[src/sv/dsc_pkg.sv]
// Shared types, constants and helpers of the display scan controller.
package dsc_pkg;

  localparam int NUM_DIGITS_DEF      = 4;
  localparam int PRESCALE_RELOAD_DEF = 4;

  localparam logic [6:0] BLINK_ON_TICKS  = 7'd65;
  localparam logic [6:0] BLINK_OFF_TICKS = 7'd20;

  localparam logic [7:0]  PAT_BLANK      = 8'hFF;
  localparam logic [7:0]  SEL_HIGH       = 8'hF0;
  localparam logic [7:0]  SEL_NONE       = 8'h00;
  localparam logic [3:0]  LED_ALL_OFF    = 4'hF;
  localparam logic [14:0] TICKER_PERIOD_RST = 15'd1000;

  localparam int CFG_INDEX_W = 3;
  localparam int CFG_DATA_W  = 15;

  localparam logic [CFG_INDEX_W-1:0] REG_DIGIT_BLINK   = 3'd0;
  localparam logic [CFG_INDEX_W-1:0] REG_LED_ON        = 3'd1;
  localparam logic [CFG_INDEX_W-1:0] REG_LED_BLINK     = 3'd2;
  localparam logic [CFG_INDEX_W-1:0] REG_DIM_LEVEL     = 3'd3;
  localparam logic [CFG_INDEX_W-1:0] REG_TICKER_PERIOD = 3'd4;
  localparam logic [CFG_INDEX_W-1:0] REG_EVENT_ENABLE  = 3'd5;

  typedef enum logic [1:0] {
    ACT_TICK  = 2'd0,
    ACT_LOAD  = 2'd1,
    ACT_WRITE = 2'd2
  } action_t;

  typedef struct packed {
    logic [3:0]  digit_blink_mask;
    logic [3:0]  led_on_mask;
    logic [3:0]  led_blink_mask;
    logic [1:0]  dim_level;
    logic [14:0] ticker_period;
    logic        event_enable;
    logic        tick_clear;
  } cfg_t;

  typedef struct packed {
    logic        segment_write;
    logic [7:0]  segment_pattern;
    logic [7:0]  digit_select;
    logic [3:0]  led_pins;
    logic [31:0] countdown;
    logic        tick_event;
  } result_t;

  // Select byte for digit d: high nibble set on the first four digits only.
  function automatic logic [7:0] select_byte(input logic [2:0] d);
    logic [7:0] one_hot;
    one_hot = 8'h01 << d;
    if (d < 3'd4) begin
      return SEL_HIGH | one_hot;
    end
    return one_hot;
  endfunction

endpackage

[src/sv/dsc_if.sv]
// Handshake channels of the display scan controller: input items and result items.
interface dsc_in_if;
  logic        valid;
  logic        ready;
  logic [1:0]  action;
  logic [31:0] timer_load;
  logic [31:0] display_word;

  modport source (output valid, output action, output timer_load, output display_word,
                  input ready);
  modport sink (input valid, input action, input timer_load, input display_word,
                output ready);
endinterface

interface dsc_out_if;
  logic        valid;
  logic        ready;
  logic        segment_write;
  logic [7:0]  segment_pattern;
  logic [7:0]  digit_select;
  logic [3:0]  led_pins;
  logic [31:0] countdown;
  logic        tick_event;

  modport source (output valid, output segment_write, output segment_pattern,
                  output digit_select, output led_pins, output countdown,
                  output tick_event, input ready);
  modport sink (input valid, input segment_write, input segment_pattern,
                input digit_select, input led_pins, input countdown,
                input tick_event, output ready);
endinterface

[src/sv/display_scan_controller.sv]
// Top level of the display scan controller: multiplexed display scan, LEDs, countdown, ticker.
//
//   channel   direction  content
//   in_ch     sink       action, timer_load, display_word
//   out_ch    source     segment_write, segment_pattern, digit_select, led_pins,
//                        countdown, tick_event
//   cfg_*     write      cfg_we, cfg_index, cfg_wdata
//
// One item a cycle: the result of an accepted item is in the output register the next cycle.
// The single output register sets the figure; in_ch.ready is low only while it holds an
// untaken item.
// Synchronous active-low reset; no clearing pass, the digit patterns reset to blank at once.
module display_scan_controller #(
  parameter int NUM_DIGITS      = dsc_pkg::NUM_DIGITS_DEF,
  parameter int PRESCALE_RELOAD = dsc_pkg::PRESCALE_RELOAD_DEF
) (
  input  logic                            clk,
  input  logic                            rst_n,
  dsc_in_if.sink                          in_ch,
  dsc_out_if.source                       out_ch,
  input  logic                            cfg_we,
  input  logic [dsc_pkg::CFG_INDEX_W-1:0] cfg_index,
  input  logic [dsc_pkg::CFG_DATA_W-1:0]  cfg_wdata
);

  dsc_pkg::cfg_t    cfg;
  dsc_pkg::result_t result;
  logic             can_load;
  logic             accept;

  assign in_ch.ready = can_load;
  assign accept      = in_ch.valid && can_load;

  dsc_cfg_regs u_cfg (
    .clk       (clk),
    .rst_n     (rst_n),
    .cfg_we    (cfg_we),
    .cfg_index (cfg_index),
    .cfg_wdata (cfg_wdata),
    .cfg       (cfg)
  );

  dsc_core #(
    .NUM_DIGITS      (NUM_DIGITS),
    .PRESCALE_RELOAD (PRESCALE_RELOAD)
  ) u_core (
    .clk          (clk),
    .rst_n        (rst_n),
    .cfg          (cfg),
    .accept       (accept),
    .action       (in_ch.action),
    .timer_load   (in_ch.timer_load),
    .display_word (in_ch.display_word),
    .result       (result)
  );

  dsc_out_reg u_out (
    .clk      (clk),
    .rst_n    (rst_n),
    .load     (in_ch.valid),
    .result   (result),
    .can_load (can_load),
    .out_ch   (out_ch)
  );

endmodule

[src/sv/dsc_cfg_regs.sv]
// Configuration register bank of the display scan controller.
module dsc_cfg_regs (
  input  logic                             clk,
  input  logic                             rst_n,
  input  logic                             cfg_we,
  input  logic [dsc_pkg::CFG_INDEX_W-1:0]  cfg_index,
  input  logic [dsc_pkg::CFG_DATA_W-1:0]   cfg_wdata,
  output dsc_pkg::cfg_t                    cfg
);

  logic [3:0]  digit_blink_r;
  logic [3:0]  led_on_r;
  logic [3:0]  led_blink_r;
  logic [1:0]  dim_level_r;
  logic [14:0] ticker_period_r;
  logic        event_enable_r;

  always_ff @(posedge clk) begin
    if (!rst_n) begin
      digit_blink_r   <= '0;
      led_on_r        <= '0;
      led_blink_r     <= '0;
      dim_level_r     <= '0;
      ticker_period_r <= dsc_pkg::TICKER_PERIOD_RST;
      event_enable_r  <= 1'b0;
    end else if (cfg_we) begin
      unique case (cfg_index)
        dsc_pkg::REG_DIGIT_BLINK:   digit_blink_r   <= cfg_wdata[3:0];
        dsc_pkg::REG_LED_ON:        led_on_r        <= cfg_wdata[3:0];
        dsc_pkg::REG_LED_BLINK:     led_blink_r     <= cfg_wdata[3:0];
        dsc_pkg::REG_DIM_LEVEL:     dim_level_r     <= cfg_wdata[1:0];
        dsc_pkg::REG_TICKER_PERIOD: ticker_period_r <= cfg_wdata[14:0];
        dsc_pkg::REG_EVENT_ENABLE:  event_enable_r  <= cfg_wdata[0];
        default: ;
      endcase
    end
  end

  always_comb begin
    cfg.digit_blink_mask = digit_blink_r;
    cfg.led_on_mask      = led_on_r;
    cfg.led_blink_mask   = led_blink_r;
    cfg.dim_level        = dim_level_r;
    cfg.ticker_period    = ticker_period_r;
    cfg.event_enable     = event_enable_r;
    // A write of the enable register restarts the ticker count.
    cfg.tick_clear       = cfg_we && (cfg_index == dsc_pkg::REG_EVENT_ENABLE);
  end

endmodule

[src/sv/dsc_core.sv]
// Scan, blink, countdown and ticker state with the result logic of one item.
module dsc_core #(
  parameter int NUM_DIGITS      = dsc_pkg::NUM_DIGITS_DEF,
  parameter int PRESCALE_RELOAD = dsc_pkg::PRESCALE_RELOAD_DEF
) (
  input  logic             clk,
  input  logic             rst_n,
  input  dsc_pkg::cfg_t    cfg,
  input  logic             accept,
  input  logic [1:0]       action,
  input  logic [31:0]      timer_load,
  input  logic [31:0]      display_word,
  output dsc_pkg::result_t result
);

  localparam int SW = $clog2(NUM_DIGITS);
  localparam int PW = $clog2(PRESCALE_RELOAD + 1);
  localparam int LOADED = (NUM_DIGITS < 4) ? NUM_DIGITS : 4;
  localparam logic [SW-1:0] LAST_DIGIT = SW'(NUM_DIGITS - 1);
  localparam logic [PW-1:0] PS_RELOAD  = PW'(PRESCALE_RELOAD);
  localparam logic [PW-1:0] PS_DIM_MAX = PW'(PRESCALE_RELOAD - 1);

  logic [PW-1:0] prescaler_r,  prescaler_nxt;
  logic [6:0]    blink_cnt_r,  blink_cnt_nxt;
  logic          phase_on_r,   phase_on_nxt;
  logic [SW-1:0] scan_r,       scan_nxt;
  logic [31:0]   countdown_r,  countdown_nxt;
  logic [15:0]   tick_cnt_r,   tick_cnt_nxt;
  logic [3:0]    led_level_r,  led_level_nxt;
  logic [7:0]    patterns_r [NUM_DIGITS];

  logic [PW-1:0] dim;
  logic [PW-1:0] ps_dec;
  logic [6:0]    bc_inc;
  logic [15:0]   tc_inc;
  logic          shown;
  logic          blink_active;
  logic [2:0]    d3;
  logic [SW-1:0] prev_digit;
  logic [3:0]    lit;

  always_comb begin
    prescaler_nxt = prescaler_r;
    blink_cnt_nxt = blink_cnt_r;
    phase_on_nxt  = phase_on_r;
    scan_nxt      = scan_r;
    countdown_nxt = countdown_r;
    tick_cnt_nxt  = tick_cnt_r;
    led_level_nxt = led_level_r;

    dim    = (PW'(cfg.dim_level) >= PS_RELOAD) ? PS_DIM_MAX : PW'(cfg.dim_level);
    ps_dec = prescaler_r - PW'(1);
    bc_inc = blink_cnt_r + 7'd1;
    tc_inc = tick_cnt_r + 16'd1;
    d3     = 3'(scan_r);
    prev_digit   = (scan_r == '0) ? LAST_DIGIT : scan_r - SW'(1);
    blink_active = (cfg.digit_blink_mask != '0) || (cfg.led_blink_mask != '0);
    shown  = 1'b1;
    lit    = '0;

    result.segment_write   = 1'b0;
    result.segment_pattern = dsc_pkg::PAT_BLANK;
    result.digit_select    = dsc_pkg::SEL_NONE;
    result.tick_event      = 1'b0;

    unique case (action)
      dsc_pkg::ACT_LOAD: countdown_nxt = timer_load;
      dsc_pkg::ACT_TICK: begin
        prescaler_nxt = ps_dec;
        if (ps_dec == '0) begin
          prescaler_nxt = PS_RELOAD;
          if (blink_active) begin
            blink_cnt_nxt = bc_inc;
            if (phase_on_r) begin
              if (bc_inc > dsc_pkg::BLINK_ON_TICKS) begin
                phase_on_nxt  = 1'b0;
                blink_cnt_nxt = '0;
                shown         = 1'b0;
              end
            end else begin
              shown = 1'b0;
              if (bc_inc > dsc_pkg::BLINK_OFF_TICKS) begin
                phase_on_nxt  = 1'b1;
                blink_cnt_nxt = '0;
                shown         = 1'b1;
              end
            end
          end
          result.segment_write   = 1'b1;
          result.digit_select    = dsc_pkg::select_byte(d3);
          result.segment_pattern = patterns_r[scan_r];
          // Blank a blinking digit in the off half; digits past the fourth never blink.
          if ((d3 < 3'd4) && cfg.digit_blink_mask[d3[1:0]] && !shown) begin
            result.segment_pattern = dsc_pkg::PAT_BLANK;
          end
          scan_nxt = (scan_r == LAST_DIGIT) ? '0 : scan_r + SW'(1);
          lit = (cfg.led_on_mask & {4{shown}} & cfg.led_blink_mask)
              | (cfg.led_on_mask & ~cfg.led_blink_mask);
          led_level_nxt = ~lit;
        end else if (ps_dec == dim) begin
          // Dim: blank the digit driven last
          result.segment_write = 1'b1;
          result.digit_select  = dsc_pkg::select_byte(3'(prev_digit));
        end
        if (countdown_r != '0) begin
          countdown_nxt = countdown_r - 32'd1;
        end
        tick_cnt_nxt = tc_inc;
        if (tc_inc > 16'(cfg.ticker_period)) begin
          tick_cnt_nxt      = '0;
          result.tick_event = cfg.event_enable;
        end
      end
      default: ;
    endcase

    result.led_pins  = led_level_nxt;
    result.countdown = countdown_nxt;
  end

  always_ff @(posedge clk) begin
    if (!rst_n) begin
      prescaler_r <= PS_RELOAD;
      blink_cnt_r <= '0;
      phase_on_r  <= 1'b0;
      scan_r      <= '0;
      countdown_r <= '0;
      tick_cnt_r  <= '0;
      led_level_r <= dsc_pkg::LED_ALL_OFF;
      for (int i = 0; i < NUM_DIGITS; i++) begin
        patterns_r[i] <= dsc_pkg::PAT_BLANK;
      end
    end else begin
      if (accept) begin
        prescaler_r <= prescaler_nxt;
        blink_cnt_r <= blink_cnt_nxt;
        phase_on_r  <= phase_on_nxt;
        scan_r      <= scan_nxt;
        countdown_r <= countdown_nxt;
        led_level_r <= led_level_nxt;
        if (action == dsc_pkg::ACT_WRITE) begin
          for (int i = 0; i < LOADED; i++) begin
            patterns_r[i] <= display_word[8*i +: 8];
          end
        end
      end
      if (cfg.tick_clear) begin
        tick_cnt_r <= '0;
      end else if (accept) begin
        tick_cnt_r <= tick_cnt_nxt;
      end
    end
  end

endmodule

[src/sv/dsc_out_reg.sv]
// Result register of the display scan controller, driving the result channel.
module dsc_out_reg (
  input  logic             clk,
  input  logic             rst_n,
  input  logic             load,
  input  dsc_pkg::result_t result,
  output logic             can_load,
  dsc_out_if.source        out_ch
);

  logic             valid_r;
  dsc_pkg::result_t data_r;

  // Take a new item whenever the held one is gone or leaves this cycle.
  assign can_load = !valid_r || out_ch.ready;

  always_ff @(posedge clk) begin
    if (!rst_n) begin
      valid_r <= 1'b0;
    end else if (can_load) begin
      valid_r <= load;
    end
  end

  always_ff @(posedge clk) begin
    if (load && can_load) begin
      data_r <= result;
    end
  end

  assign out_ch.valid           = valid_r;
  assign out_ch.segment_write   = data_r.segment_write;
  assign out_ch.segment_pattern = data_r.segment_pattern;
  assign out_ch.digit_select    = data_r.digit_select;
  assign out_ch.led_pins        = data_r.led_pins;
  assign out_ch.countdown       = data_r.countdown;
  assign out_ch.tick_event      = data_r.tick_event;

endmodule
[src/flat_wrapper.sv]
// flat-port wrapper written by rule: the top's interface ports become plain ports
module display_scan_controller_flat 
#(
  parameter int NUM_DIGITS      = dsc_pkg::NUM_DIGITS_DEF,
  parameter int PRESCALE_RELOAD = dsc_pkg::PRESCALE_RELOAD_DEF
)
  (clk, rst_n, cfg_we, cfg_index, cfg_wdata, in_ch_valid, in_ch_action, in_ch_timer_load, in_ch_display_word, in_ch_ready, out_ch_valid, out_ch_segment_write, out_ch_segment_pattern, out_ch_digit_select, out_ch_led_pins, out_ch_countdown, out_ch_tick_event, out_ch_ready);
  dsc_in_if in_ch_i ();
  dsc_out_if out_ch_i ();
  input  logic clk;
  input  logic rst_n;
  input  logic cfg_we;
  input  logic [dsc_pkg::CFG_INDEX_W-1:0] cfg_index;
  input  logic [dsc_pkg::CFG_DATA_W-1:0] cfg_wdata;
  input wire logic [$bits(in_ch_i.valid)-1:0] in_ch_valid;
  input wire logic [$bits(in_ch_i.action)-1:0] in_ch_action;
  input wire logic [$bits(in_ch_i.timer_load)-1:0] in_ch_timer_load;
  input wire logic [$bits(in_ch_i.display_word)-1:0] in_ch_display_word;
  output wire logic [$bits(in_ch_i.ready)-1:0] in_ch_ready;
  output wire logic [$bits(out_ch_i.valid)-1:0] out_ch_valid;
  output wire logic [$bits(out_ch_i.segment_write)-1:0] out_ch_segment_write;
  output wire logic [$bits(out_ch_i.segment_pattern)-1:0] out_ch_segment_pattern;
  output wire logic [$bits(out_ch_i.digit_select)-1:0] out_ch_digit_select;
  output wire logic [$bits(out_ch_i.led_pins)-1:0] out_ch_led_pins;
  output wire logic [$bits(out_ch_i.countdown)-1:0] out_ch_countdown;
  output wire logic [$bits(out_ch_i.tick_event)-1:0] out_ch_tick_event;
  input wire logic [$bits(out_ch_i.ready)-1:0] out_ch_ready;
  assign in_ch_i.valid = in_ch_valid;
  assign in_ch_i.action = in_ch_action;
  assign in_ch_i.timer_load = in_ch_timer_load;
  assign in_ch_i.display_word = in_ch_display_word;
  assign in_ch_ready = in_ch_i.ready;
  assign out_ch_valid = out_ch_i.valid;
  assign out_ch_segment_write = out_ch_i.segment_write;
  assign out_ch_segment_pattern = out_ch_i.segment_pattern;
  assign out_ch_digit_select = out_ch_i.digit_select;
  assign out_ch_led_pins = out_ch_i.led_pins;
  assign out_ch_countdown = out_ch_i.countdown;
  assign out_ch_tick_event = out_ch_i.tick_event;
  assign out_ch_i.ready = out_ch_ready;
  display_scan_controller #(.NUM_DIGITS(NUM_DIGITS), .PRESCALE_RELOAD(PRESCALE_RELOAD)) u_core (.clk(clk), .rst_n(rst_n), .in_ch(in_ch_i), .out_ch(out_ch_i), .cfg_we(cfg_we), .cfg_index(cfg_index), .cfg_wdata(cfg_wdata));
endmodule
[config.mk]
export PLATFORM = sky130hd
export DESIGN_NAME = display_scan_controller_flat
export DESIGN_NICKNAME = d
export VERILOG_FILES = /design/src/sv/dsc_pkg.sv /design/src/sv/dsc_if.sv /design/src/sv/display_scan_controller.sv /design/src/sv/dsc_cfg_regs.sv /design/src/sv/dsc_core.sv /design/src/sv/dsc_out_reg.sv /design/src/flat_wrapper.sv
export SDC_FILE = /design/constraint.sdc
export NUM_CORES = 1
export LEC_CHECK = 0
export BUFFER_PORTS_ARGS = -buffer_cell sky130_fd_sc_hd__clkbuf_2
export CORE_UTILIZATION = 62
export CTS_CLUSTER_SIZE = 25
export DETAILED_ROUTE_END_ITERATION = 12
export PLACE_DENSITY_LB_ADDON = 0.12
export SETUP_SLACK_MARGIN = 0.02
export SKIP_CTS_REPAIR_TIMING = 1
export SLEW_MARGIN = 20
export SYNTH_ARGS = -nofsm -noshare
export SYNTH_HDL_FRONTEND = slang
export SYNTH_HIERARCHICAL = 1
export SYNTH_SLANG_ARGS = --single-unit
[constraint.sdc]
create_clock -name clk -period 6.5 [get_ports clk]
set_input_delay 0.65 -clock clk [delete_from_list [all_inputs] [get_ports clk]]
set_output_delay 0.65 -clock clk [all_outputs]
set_load 0.02 [all_outputs]
---- Word level (Yosys, flattened, before mapping) ----
Memories as Yosys holds them, arrays and structs flattened. A register that Yosys moved wholly into a read port is not among the register bits.
Cells that the tools add are included.
storage, ports and cells
  RAM bits ................................ 32
  register bits after elaboration ......... 142
  output and inout bits ................... 56
  memories kept ........................... 1
  input bits .............................. 89
  logic and storage cells ................. 119
memory list
  memory                    depth  bits a word  read ports  clocked after memory_dff  wr ports  RTL line        source
  u_core.u_core.patterns_r  4      8            1           1                         4         dsc_core.sv:30  logic [7:0] patterns_r [NUM_DIGITS];
operators by class
  order comparisons ....................... 4
  shift operators ......................... 2
  bitwise logic cells ..................... 13
  mux-type cells .......................... 39
  add/subtract/negate cells ............... 6
  equality and inequality tests ........... 9
  reduce and logical (&&, ||, !) cells .... 26
operator list
  operator                                             count
  2-to-1 mux 8 bit                                     8
  one-hot mux 32 bit (2 select lines)                  1
  2-to-1 mux 32 bit                                    1
  nonzero test 32 bit                                  1
  subtractor 32 x 1 -> 32 bit (second input constant)  1
  2-to-1 mux 7 bit                                     3
  2-to-1 mux 1 bit                                     19
  adder 16 x 1 -> 16 bit (second input constant)       1
  > comparator 16 x 15 -> 1 bit                        1
  2-to-1 mux 16 bit                                    1
  AND reduction 2 bit                                  8
  << shifter 1 x 2 -> 8 bit (first input constant)     2
  AND 4 bit                                            3
  2-to-1 mux 4 bit                                     2
  inverter 4 bit                                       2
  nonzero test 4 bit                                   2
  adder 7 x 1 -> 7 bit (second input constant)         1
  > comparator 7 x 5 -> 1 bit (second input constant)  1
  > comparator 7 bit (second input constant)           1
  == test 3 x 2 -> 1 bit (second input constant)       2
  == test 3 bit (second input constant)                2
  logical NOT 3 bit                                    2
  == test 2 bit (second input constant)                2
  logical NOT 2 bit                                    2
  other kinds (20)                                     30

---- Logic depth before layout (Yosys ltp) ----
Gate-level depths: netlist of the first run.
  depth in word-level cells ............... 13
  mapped depth ............................ 13

---- Cells and area by module ----
Netlist of the first run, hierarchy kept.
by module, submodules not included
  module                   instances  area an instance (um^2)  seq. area each (um^2)  cells each
  dsc_core                 1          6929.1                   2302.2                 852
  dsc_out_reg              1          1679.1                   1641.6                 59
  dsc_cfg_regs             1          1239.9                   600.6                  122
  display_scan_controller  1          6.3                      0.0                    1

---- Worst setup path before layout of the first run ----
OpenSTA, ideal clock, no wires.
  kind .................................... input-to-reg
  start point ............................. in out_ch_ready
  end point ............................... mem u_core.u_core.patterns_r[0][0] (enable)
  data required time ...................... 6.034 ns
  slack ................................... 2.436 ns
  arrival ................................. 3.598 ns
  stages .................................. 5
  buffers on the path ..................... 1
  cells stage by stage .................... nand2b_4 and2_1 clkbuf_1 nand2_1 o21ai_0
RTL lines
  element      RTL line            source
  from (decl)  flat_wrapper.sv:27  input wire logic [$bits(out_ch_i.ready)-1:0] out_ch_ready;
  to (decl)    dsc_core.sv:30

---- Final worst setup path of the first run ----
  start point ............................. reg u_core.u_core.tick_cnt_r[0]
  end point ............................... reg u_core.u_core.tick_cnt_r[7]
between the ends
  cells in the longest elaborated chain, start to end .. 3
RTL lines
  element                        RTL line         source
  from (decl)                    dsc_core.sv:28   logic [15:0] tick_cnt_r, tick_cnt_nxt;
  from (signal assigned)         dsc_core.sv:150  tick_cnt_r <= tick_cnt_nxt;
  adder 16 x 1 -> 16 bit (*)     dsc_core.sv:54   tc_inc = tick_cnt_r + 16'd1;
  > comparator 16 x 15 -> 1 bit  dsc_core.sv:109  if (tc_inc > 16'(cfg.ticker_period)) begin
  2-to-1 mux 16 bit (*)          dsc_core.sv:109
Every way passes the cells marked *; elsewhere a longest branch is shown, timed or not.
A chain may end at the register's enable or synchronous reset.

==> flow_summary.toml, run 1 <==
[synthesis]
synthTopCellsByArea = "sky130_fd_sc_hd__edfxtp_1 26%, sky130_fd_sc_hd__dfxtp_1 20%, sky130_fd_sc_hd__nand2_1 4.9%, sky130_fd_sc_hd__mux2i_1 3.6%, sky130_fd_sc_hd__ha_1 3.3%"
synth-async-reset-ratio = 0
synth_fp_nets = 1149
yosys_cell_types = 83
synth.yosys.seq_area_share = 0.461
ys_top_cells_by_count = "128 x sky130_fd_sc_hd__nand2_1, 98 x sky130_fd_sc_hd__dfxtp_1, 86 x sky130_fd_sc_hd__edfxtp_1"
synth_most_common_cell = "sky130_fd_sc_hd__nand2_1"
synth_top_flop_cell = "sky130_fd_sc_hd__dfxtp_1"
synth_enable_flop_cells = 86
syn-instance-count = 1034
netlist_area_mm2 = 0.00985
warning_count_from_the_yosys_run = 6
ys_ff_latch = 184
netlist.top_cell.by_area = "sky130_fd_sc_hd__edfxtp_1"
synth_area_per_cell_um2 = 9.53
yosysTopAreaCellShare = 0.262

[setup_path]
critical_path.most_common_cell = "sky130_fd_sc_hd__ha_1"
crit_path_max_incr_delay_ps = 770
crit_path_top_delay_cell = "sky130_fd_sc_hd__o41ai_2"
path_class = "flip-flop to flip-flop"
arrival_ps = 4020
worst-path-max-fanout = 10
kind_of_end_point_of_the_critical_path = "flip-flop"
cp.required_ps = 6820
worstPathCellList = "ha_1 > and3_1 > nand4_1 > xnor2_1 > ha_1 > a21oi_1 > a21boi_0 > o41ai_2 > buf_4 > nand2_1 > o311ai_0"
critPathLaunchType = "flip-flop"

[cells_and_area]
design_area_mm2 = 0.0112
post-route-util = 0.728
antennaDiodeCount = 0
regArea_mm2 = 0.00454
layout.nets = 1249
syn_to_final_growth_pct = 13.5
layout.filler_cells = 1176
multi_input_comb_area_mm2 = 0.00487
finalNonFillerCells = 1358
layout-drive-gt1-share = 0.215

[power_and_ir_drop]
leakagePower_nw = 4.21
comb_power_share = 0.165
clock_network_fraction_of_design_power = 0.365
switching_power_uw = 792
max-vdd-ir-drop_mv = 0.194
p_sw_frac = 0.283
p_int_mw = 2.01
power-per-cell-area_mw_per_mm2 = 250
power_frac_seq = 0.470

[grt]
grt_max_degree = 77
grt_first_pass_wirelength_um = 37800
grt_usage = 0.293
antenna_violations_before_repair = 0
grt_pass1_vias = 7619
gr-total-overflow = 0

[timing]
max-slew-margin-rel = 0.262
timing.final.max_slew_violations = 0
fmax_ghz = 0.270
tns_ps = 0
final.period_utilization = 0.569
min_period_ps = 3700
setup_violations = 0
finClkSkew_ps = 11.4
setup_repair_after_global_routing_missed_its_margin = "false"
hold_viol = 0
max_slew.worst_pin.slew_ps = 1110

[job]
cap_violations = 0

[routing]
route.final.wire_length_um = 23100
route.detailed.vias_per_inst = 6.16
route.antenna.remaining_nets = 0
post-route-drc-count = 0
route.detailed.wl_per_inst_um = 17.0
detail_route.first_pass.iterations = 6
route.vias.total = 8359
detail_route.iter0.violations = 1002

[clock_network]
cts-root-buf = "sky130_fd_sc_hd__clkbuf_16"
cts_max_path_buffers = 2
cts.htree.levels = 4
tritoncts = "built"
worst_setup_hold_path_clk_slew_ps = 70
tritoncts.num_buffers = 17
clkLatencyLatePin_ps = 430
cts_sinks = 184

[run_status]
result_of_the_run = "finished clean"

[die]
core.rowCount = 45
fp.coreArea_mm2 = 0.0154
floorplan.die.width_um = 128
floorplan.initialDensity = 0.641
design.portCount = 145
die-height_um = 128
floorplan.die_area_mm2 = 0.0164

[placement]
detailed_place.area_mm2 = 0.0106
place.detailed.hpwl_um = 15400
gp_routability_congestion = 0.888
placement.io_buffers = 144
placed_cells_incl_taps = 1326

[worst_hold_path]
hold_path.class = "input pin to flip-flop"
-- logic make-up after synthesis --
family,after synthesis,share of synthesized area
buf+inv,108,0.0462
xor+xnor,19,0.0169
fa+ha+maj,26,0.0330
flops,184,0.461
compound gates,232,0.159
simple gates,420,0.227
mux,45,0.0573
-- metal layers --
layer / vias to the layer above / wire length (µm) / track usage
li1: 4026 / - / -
met1: 3900 / 10200 / 0.402
met2: 394 / 10300 / 0.458
met3: 39 / 2090 / 0.0655
met4: 0 / 422 / 0.103
met5: - / 0 / 0
-- registers in the layout, indices dropped and copies added (netlist names), 4 cells and up, named ones only --
register,count
u_core/u_core/countdown_r,32
u_core/u_core/patterns_r,32
u_core/u_out/out_ch.countdown,32
u_core/u_core/tick_cnt_r,16
u_core/u_cfg/ticker_period_r,15
u_core/u_out/out_ch.digit_select,8
u_core/u_out/out_ch.segment_pattern,8
u_core/u_core/blink_cnt_r,7
u_core/u_cfg/digit_blink_r,4
u_core/u_cfg/led_blink_r,4
u_core/u_cfg/led_on_r,4
u_core/u_core/led_level_r,4
u_core/u_out/out_ch.led_pins,4
-- through the flow --
| step | worst slack, ps | hold slack (ps) | power, mW |
|---|---|---|---|
| finish | 2800 | 448 | 2.80 |
| global route | 2490 | 437 | 2.90 |
| CTS | 2830 | 441 | 2.80 |
| detailed placement | 2800 | 456 | 1.79 |
| global placement | 2920 | 443 | 1.78 |
| floorplan | 2440 | 435 | 1.66 |
-- final timing paths --
| kind | start | endpoint | slack, ps | cells past startpoint |
|---|---|---|---|---|
| worst max register to register | u_core/u_core/tick_cnt_r[0]$_SDFFE_PP0P_ | u_core/u_core/tick_cnt_r[7]$_SDFFE_PP0P_ | 2800 | 11 |
| worst min-delay path | cfg_wdata[11] | u_core/u_cfg/ticker_period_r[11]$_SDFFE_PN0P_ | 450 | 3 |
| worst max-delay path | u_core/u_core/tick_cnt_r[0]$_SDFFE_PP0P_ | u_core/u_core/tick_cnt_r[7]$_SDFFE_PP0P_ | 2800 | 11 |
| worst min register to register | u_core/u_cfg/ticker_period_r[11]$_SDFFE_PN0P_ | u_core/u_cfg/ticker_period_r[11]$_SDFFE_PN0P_ | 460 | 2 |
-- power by group through the flow --
stage / clock network [mW] / registers, mW / logic, mW
2_1_floorplan: 0 / 1.36 / 0.301
3_3_place_gp: 0 / 1.34 / 0.446
3_5_place_dp: 0 / 1.34 / 0.450
4_1_cts: 1.03 / 1.31 / 0.453
5_1_grt: 1.08 / 1.32 / 0.505
6_report: 1.02 / 1.31 / 0.462
-- cell type report --
| class | count | share of cell area |
|---|---|---|
| Clock buffer | 17 | 0.0380 |
| Clock inverter | 15 | 0.0134 |
| Inverter | 35 | 0.0117 |
| Multi-Input combinational cell | 742 | 0.436 |
| Sequential cell | 184 | 0.406 |
| Tap cell | 211 | 0.0236 |
| Timing Repair Buffer | 154 | 0.0712 |
-- placed cells by master, fill, tap and decap left out, types with 11 or more instances in the layout --
cell type and instances:
sky130_fd_sc_hd__or3_1 28, sky130_fd_sc_hd__mux2i_1 35, sky130_fd_sc_hd__inv_1 34, sky130_fd_sc_hd__clkbuf_16 17
sky130_fd_sc_hd__or2_2 37, sky130_fd_sc_hd__nor2b_1 20, sky130_fd_sc_hd__nand3_1 39, sky130_fd_sc_hd__nor3_1 27
sky130_fd_sc_hd__nand2_1 128, sky130_fd_sc_hd__nor2_1 47, sky130_fd_sc_hd__clkbuf_2 144, sky130_fd_sc_hd__a21oi_1 51
sky130_fd_sc_hd__and3_1 11, sky130_fd_sc_hd__edfxtp_1 86, sky130_fd_sc_hd__o21ai_0 63, sky130_fd_sc_hd__o211ai_1 13
sky130_fd_sc_hd__dfxtp_1 98, sky130_fd_sc_hd__nor4_1 17, sky130_fd_sc_hd__ha_1 26
-- worst max-delay path, delay by kind of cell, from the launching register on --
kind / cells / cell delay (ps)
AOI/OAI and AO/OA: 4 / 1370
and+or+nand+nor: 3 / 570
xor gates and xnor gates: 1 / 260
DFF: 1 / 440
adders and majority gates: 2 / 630
buffers and inverters: 1 / 310
Note: power is estimated with default switching activity, not from simulation.
==> inputs of run 2 (changes only) <==
--- a/config.mk
+++ b/config.mk
@@ -6,7 +6,7 @@
 export NUM_CORES = 1
 export LEC_CHECK = 0
 export BUFFER_PORTS_ARGS = -buffer_cell sky130_fd_sc_hd__clkbuf_2
-export CORE_UTILIZATION = 62
+export CORE_UTILIZATION = 58
 export CTS_CLUSTER_SIZE = 25
 export DETAILED_ROUTE_END_ITERATION = 12
 export PLACE_DENSITY_LB_ADDON = 0.12
==> constraint.sdc (replaced) <==
create_clock -name clk -period 3.8 [get_ports clk]
set_input_delay 0.38 -clock clk [delete_from_list [all_inputs] [get_ports clk]]
set_output_delay 0.38 -clock clk [all_outputs]
set_load 0.02 [all_outputs]
==> flow_summary.toml, run 2 (synthesis results as in run 1) <==
[clock_network]
clkLatencyLatePin_ps = 430
tritoncts.num_buffers = 17
cts-root-buf = "sky130_fd_sc_hd__clkbuf_16"
tritoncts = "built"
cts_sinks = 184
cts.htree.levels = 4
worst_setup_hold_path_clk_slew_ps = 70
cts_max_path_buffers = 2

[placement]
gp_routability_congestion = 0.852
placement.io_buffers = 144
place.detailed.hpwl_um = 16000

[timing]
setup_violations = 0
hold_viol = 0
final.period_utilization = 0.847
tns_ps = 0
min_period_ps = 3220
timing.final.max_slew_violations = 0
finClkSkew_ps = 14.1
max-slew-margin-rel = 0.487
fmax_ghz = 0.311
max_slew.worst_pin.slew_ps = 763
setup_repair_after_global_routing_missed_its_margin = "false"

[die]
floorplan.initialDensity = 0.594
design.portCount = 145
die-height_um = 132
core.rowCount = 47
floorplan.die.width_um = 132
fp.coreArea_mm2 = 0.0166
floorplan.die_area_mm2 = 0.0175

[setup_path]
path_class = "flip-flop to flip-flop"
arrival_ps = 3400
crit_path_max_incr_delay_ps = 670
kind_of_end_point_of_the_critical_path = "flip-flop"
crit_path_top_delay_cell = "sky130_fd_sc_hd__or4_1"
timing.critical_path.max_delay_family = "simple AND/OR/NAND/NOR gates"
critPathLaunchType = "flip-flop"
cp.required_ps = 3980
worst-path-max-fanout = 9
worst-path-buf-inv = 1
worstPathCellList = "or4_1 > or4_1 > buf_4 > or4_1 > or3_1 > nor2b_1 > o22a_1"
critical_path.most_common_cell = "sky130_fd_sc_hd__or4_1"

[cells_and_area]
regArea_mm2 = 0.00454
layout.filler_cells = 1330
layout.nets = 1266
antennaDiodeCount = 0
syn_to_final_growth_pct = 15.2
layout-drive-gt1-share = 0.229
multi_input_comb_area_mm2 = 0.00487
mostFrequentLayoutCell = "sky130_fd_sc_hd__clkbuf_2"
layout_common_cells = "144 x sky130_fd_sc_hd__clkbuf_2, 128 x sky130_fd_sc_hd__nand2_1, 98 x sky130_fd_sc_hd__dfxtp_1"

[power_and_ir_drop]
leakagePower_nw = 4.29
power-per-cell-area_mw_per_mm2 = 430
total_power_mw = 4.88
max-vdd-ir-drop_mv = 0.324

[routing]
detail_route.iter0.violations = 828
route.detailed.vias_per_inst = 5.97
route.final.wire_length_um = 23300
post-route-drc-count = 0
route.antenna.remaining_nets = 0
route.detailed.wl_per_inst_um = 16.8
detail_route.first_pass.iterations = 5
route.vias.total = 8263

[run_status]
result_of_the_run = "finished clean"

[grt]
grt_first_pass_wirelength_um = 37700
gr-total-overflow = 0
grt_pass1_vias = 7570
antenna_violations_before_repair = 0
grt_usage = 0.271
grt_max_degree = 76

[job]
cap_violations = 0

[worst_hold_path]
hold_path.class = "input pin to flip-flop"
[run 2: cell count changes in the layout (fill, tap and decap cells not counted), sizes merged]
cell,delta
clkinvlp,+3
clkinv,-6
bufinv,+1
buf,+17
clkbuf,+2
[run 2: worst min-delay path: cells and delay by family]
family	cells	cell delay [ps]
buffers and inverters	1	80
and+or+nand+nor	1	50
muxes	1	50
[run 2: cell type report]
type	count	share of cell area
multi-input cells	742	0.429
well taps	220	0.0243
inverters	35	0.0116
repair buffers	171	0.0814
clock buffers	19	0.0381
clock inverters	13	0.0150
flip-flops and latches	184	0.400
[run 2: routing by layer]
layer,up-vias,global-route usage,routed length [µm]
met5,-,0,0
met4,0,0.0951,434
met3,35,0.0596,1900
met2,341,0.415,10400
met1,3822,0.378,10600
li1,4065,-,-
[run 2: final timing paths]
kind	start	endpoint	slack, ps	cells past startpoint
max reg2reg	u_core/u_core/countdown_r[13]$_SDFFE_PN0P_	u_core/u_out/out_ch.countdown[1]$_DFFE_PP_	580	7
max	u_core/u_core/countdown_r[13]$_SDFFE_PN0P_	u_core/u_out/out_ch.countdown[1]$_DFFE_PP_	580	7
min	cfg_wdata[14]	u_core/u_cfg/ticker_period_r[14]$_SDFFE_PN0P_	180	3
min reg2reg	u_core/u_cfg/ticker_period_r[13]$_SDFFE_PN0P_	u_core/u_cfg/ticker_period_r[13]$_SDFFE_PN0P_	460	2
[run 2: metrics by stage]
step | util | area (µm²) | hold slack [ps] | setup WS, ps | std cells
after floorplan | - | 9850 | 435 | 445 | 1034
final | 0.684 | 11300 | 183 | 580 | 1384
after global routing | 0.684 | 11300 | 180 | 479 | 1384
after detailed placement | 0.648 | 10700 | 450 | 637 | 1352
after CTS | 0.684 | 11300 | 170 | 620 | 1384
after global placement | 0.648 | 10700 | 443 | 660 | 1352
[run 2: where the power goes]
group          internal, mW  switching (mW)
combinational         0.306           0.512
sequential             2.18          0.0692
clock                  1.04           0.769
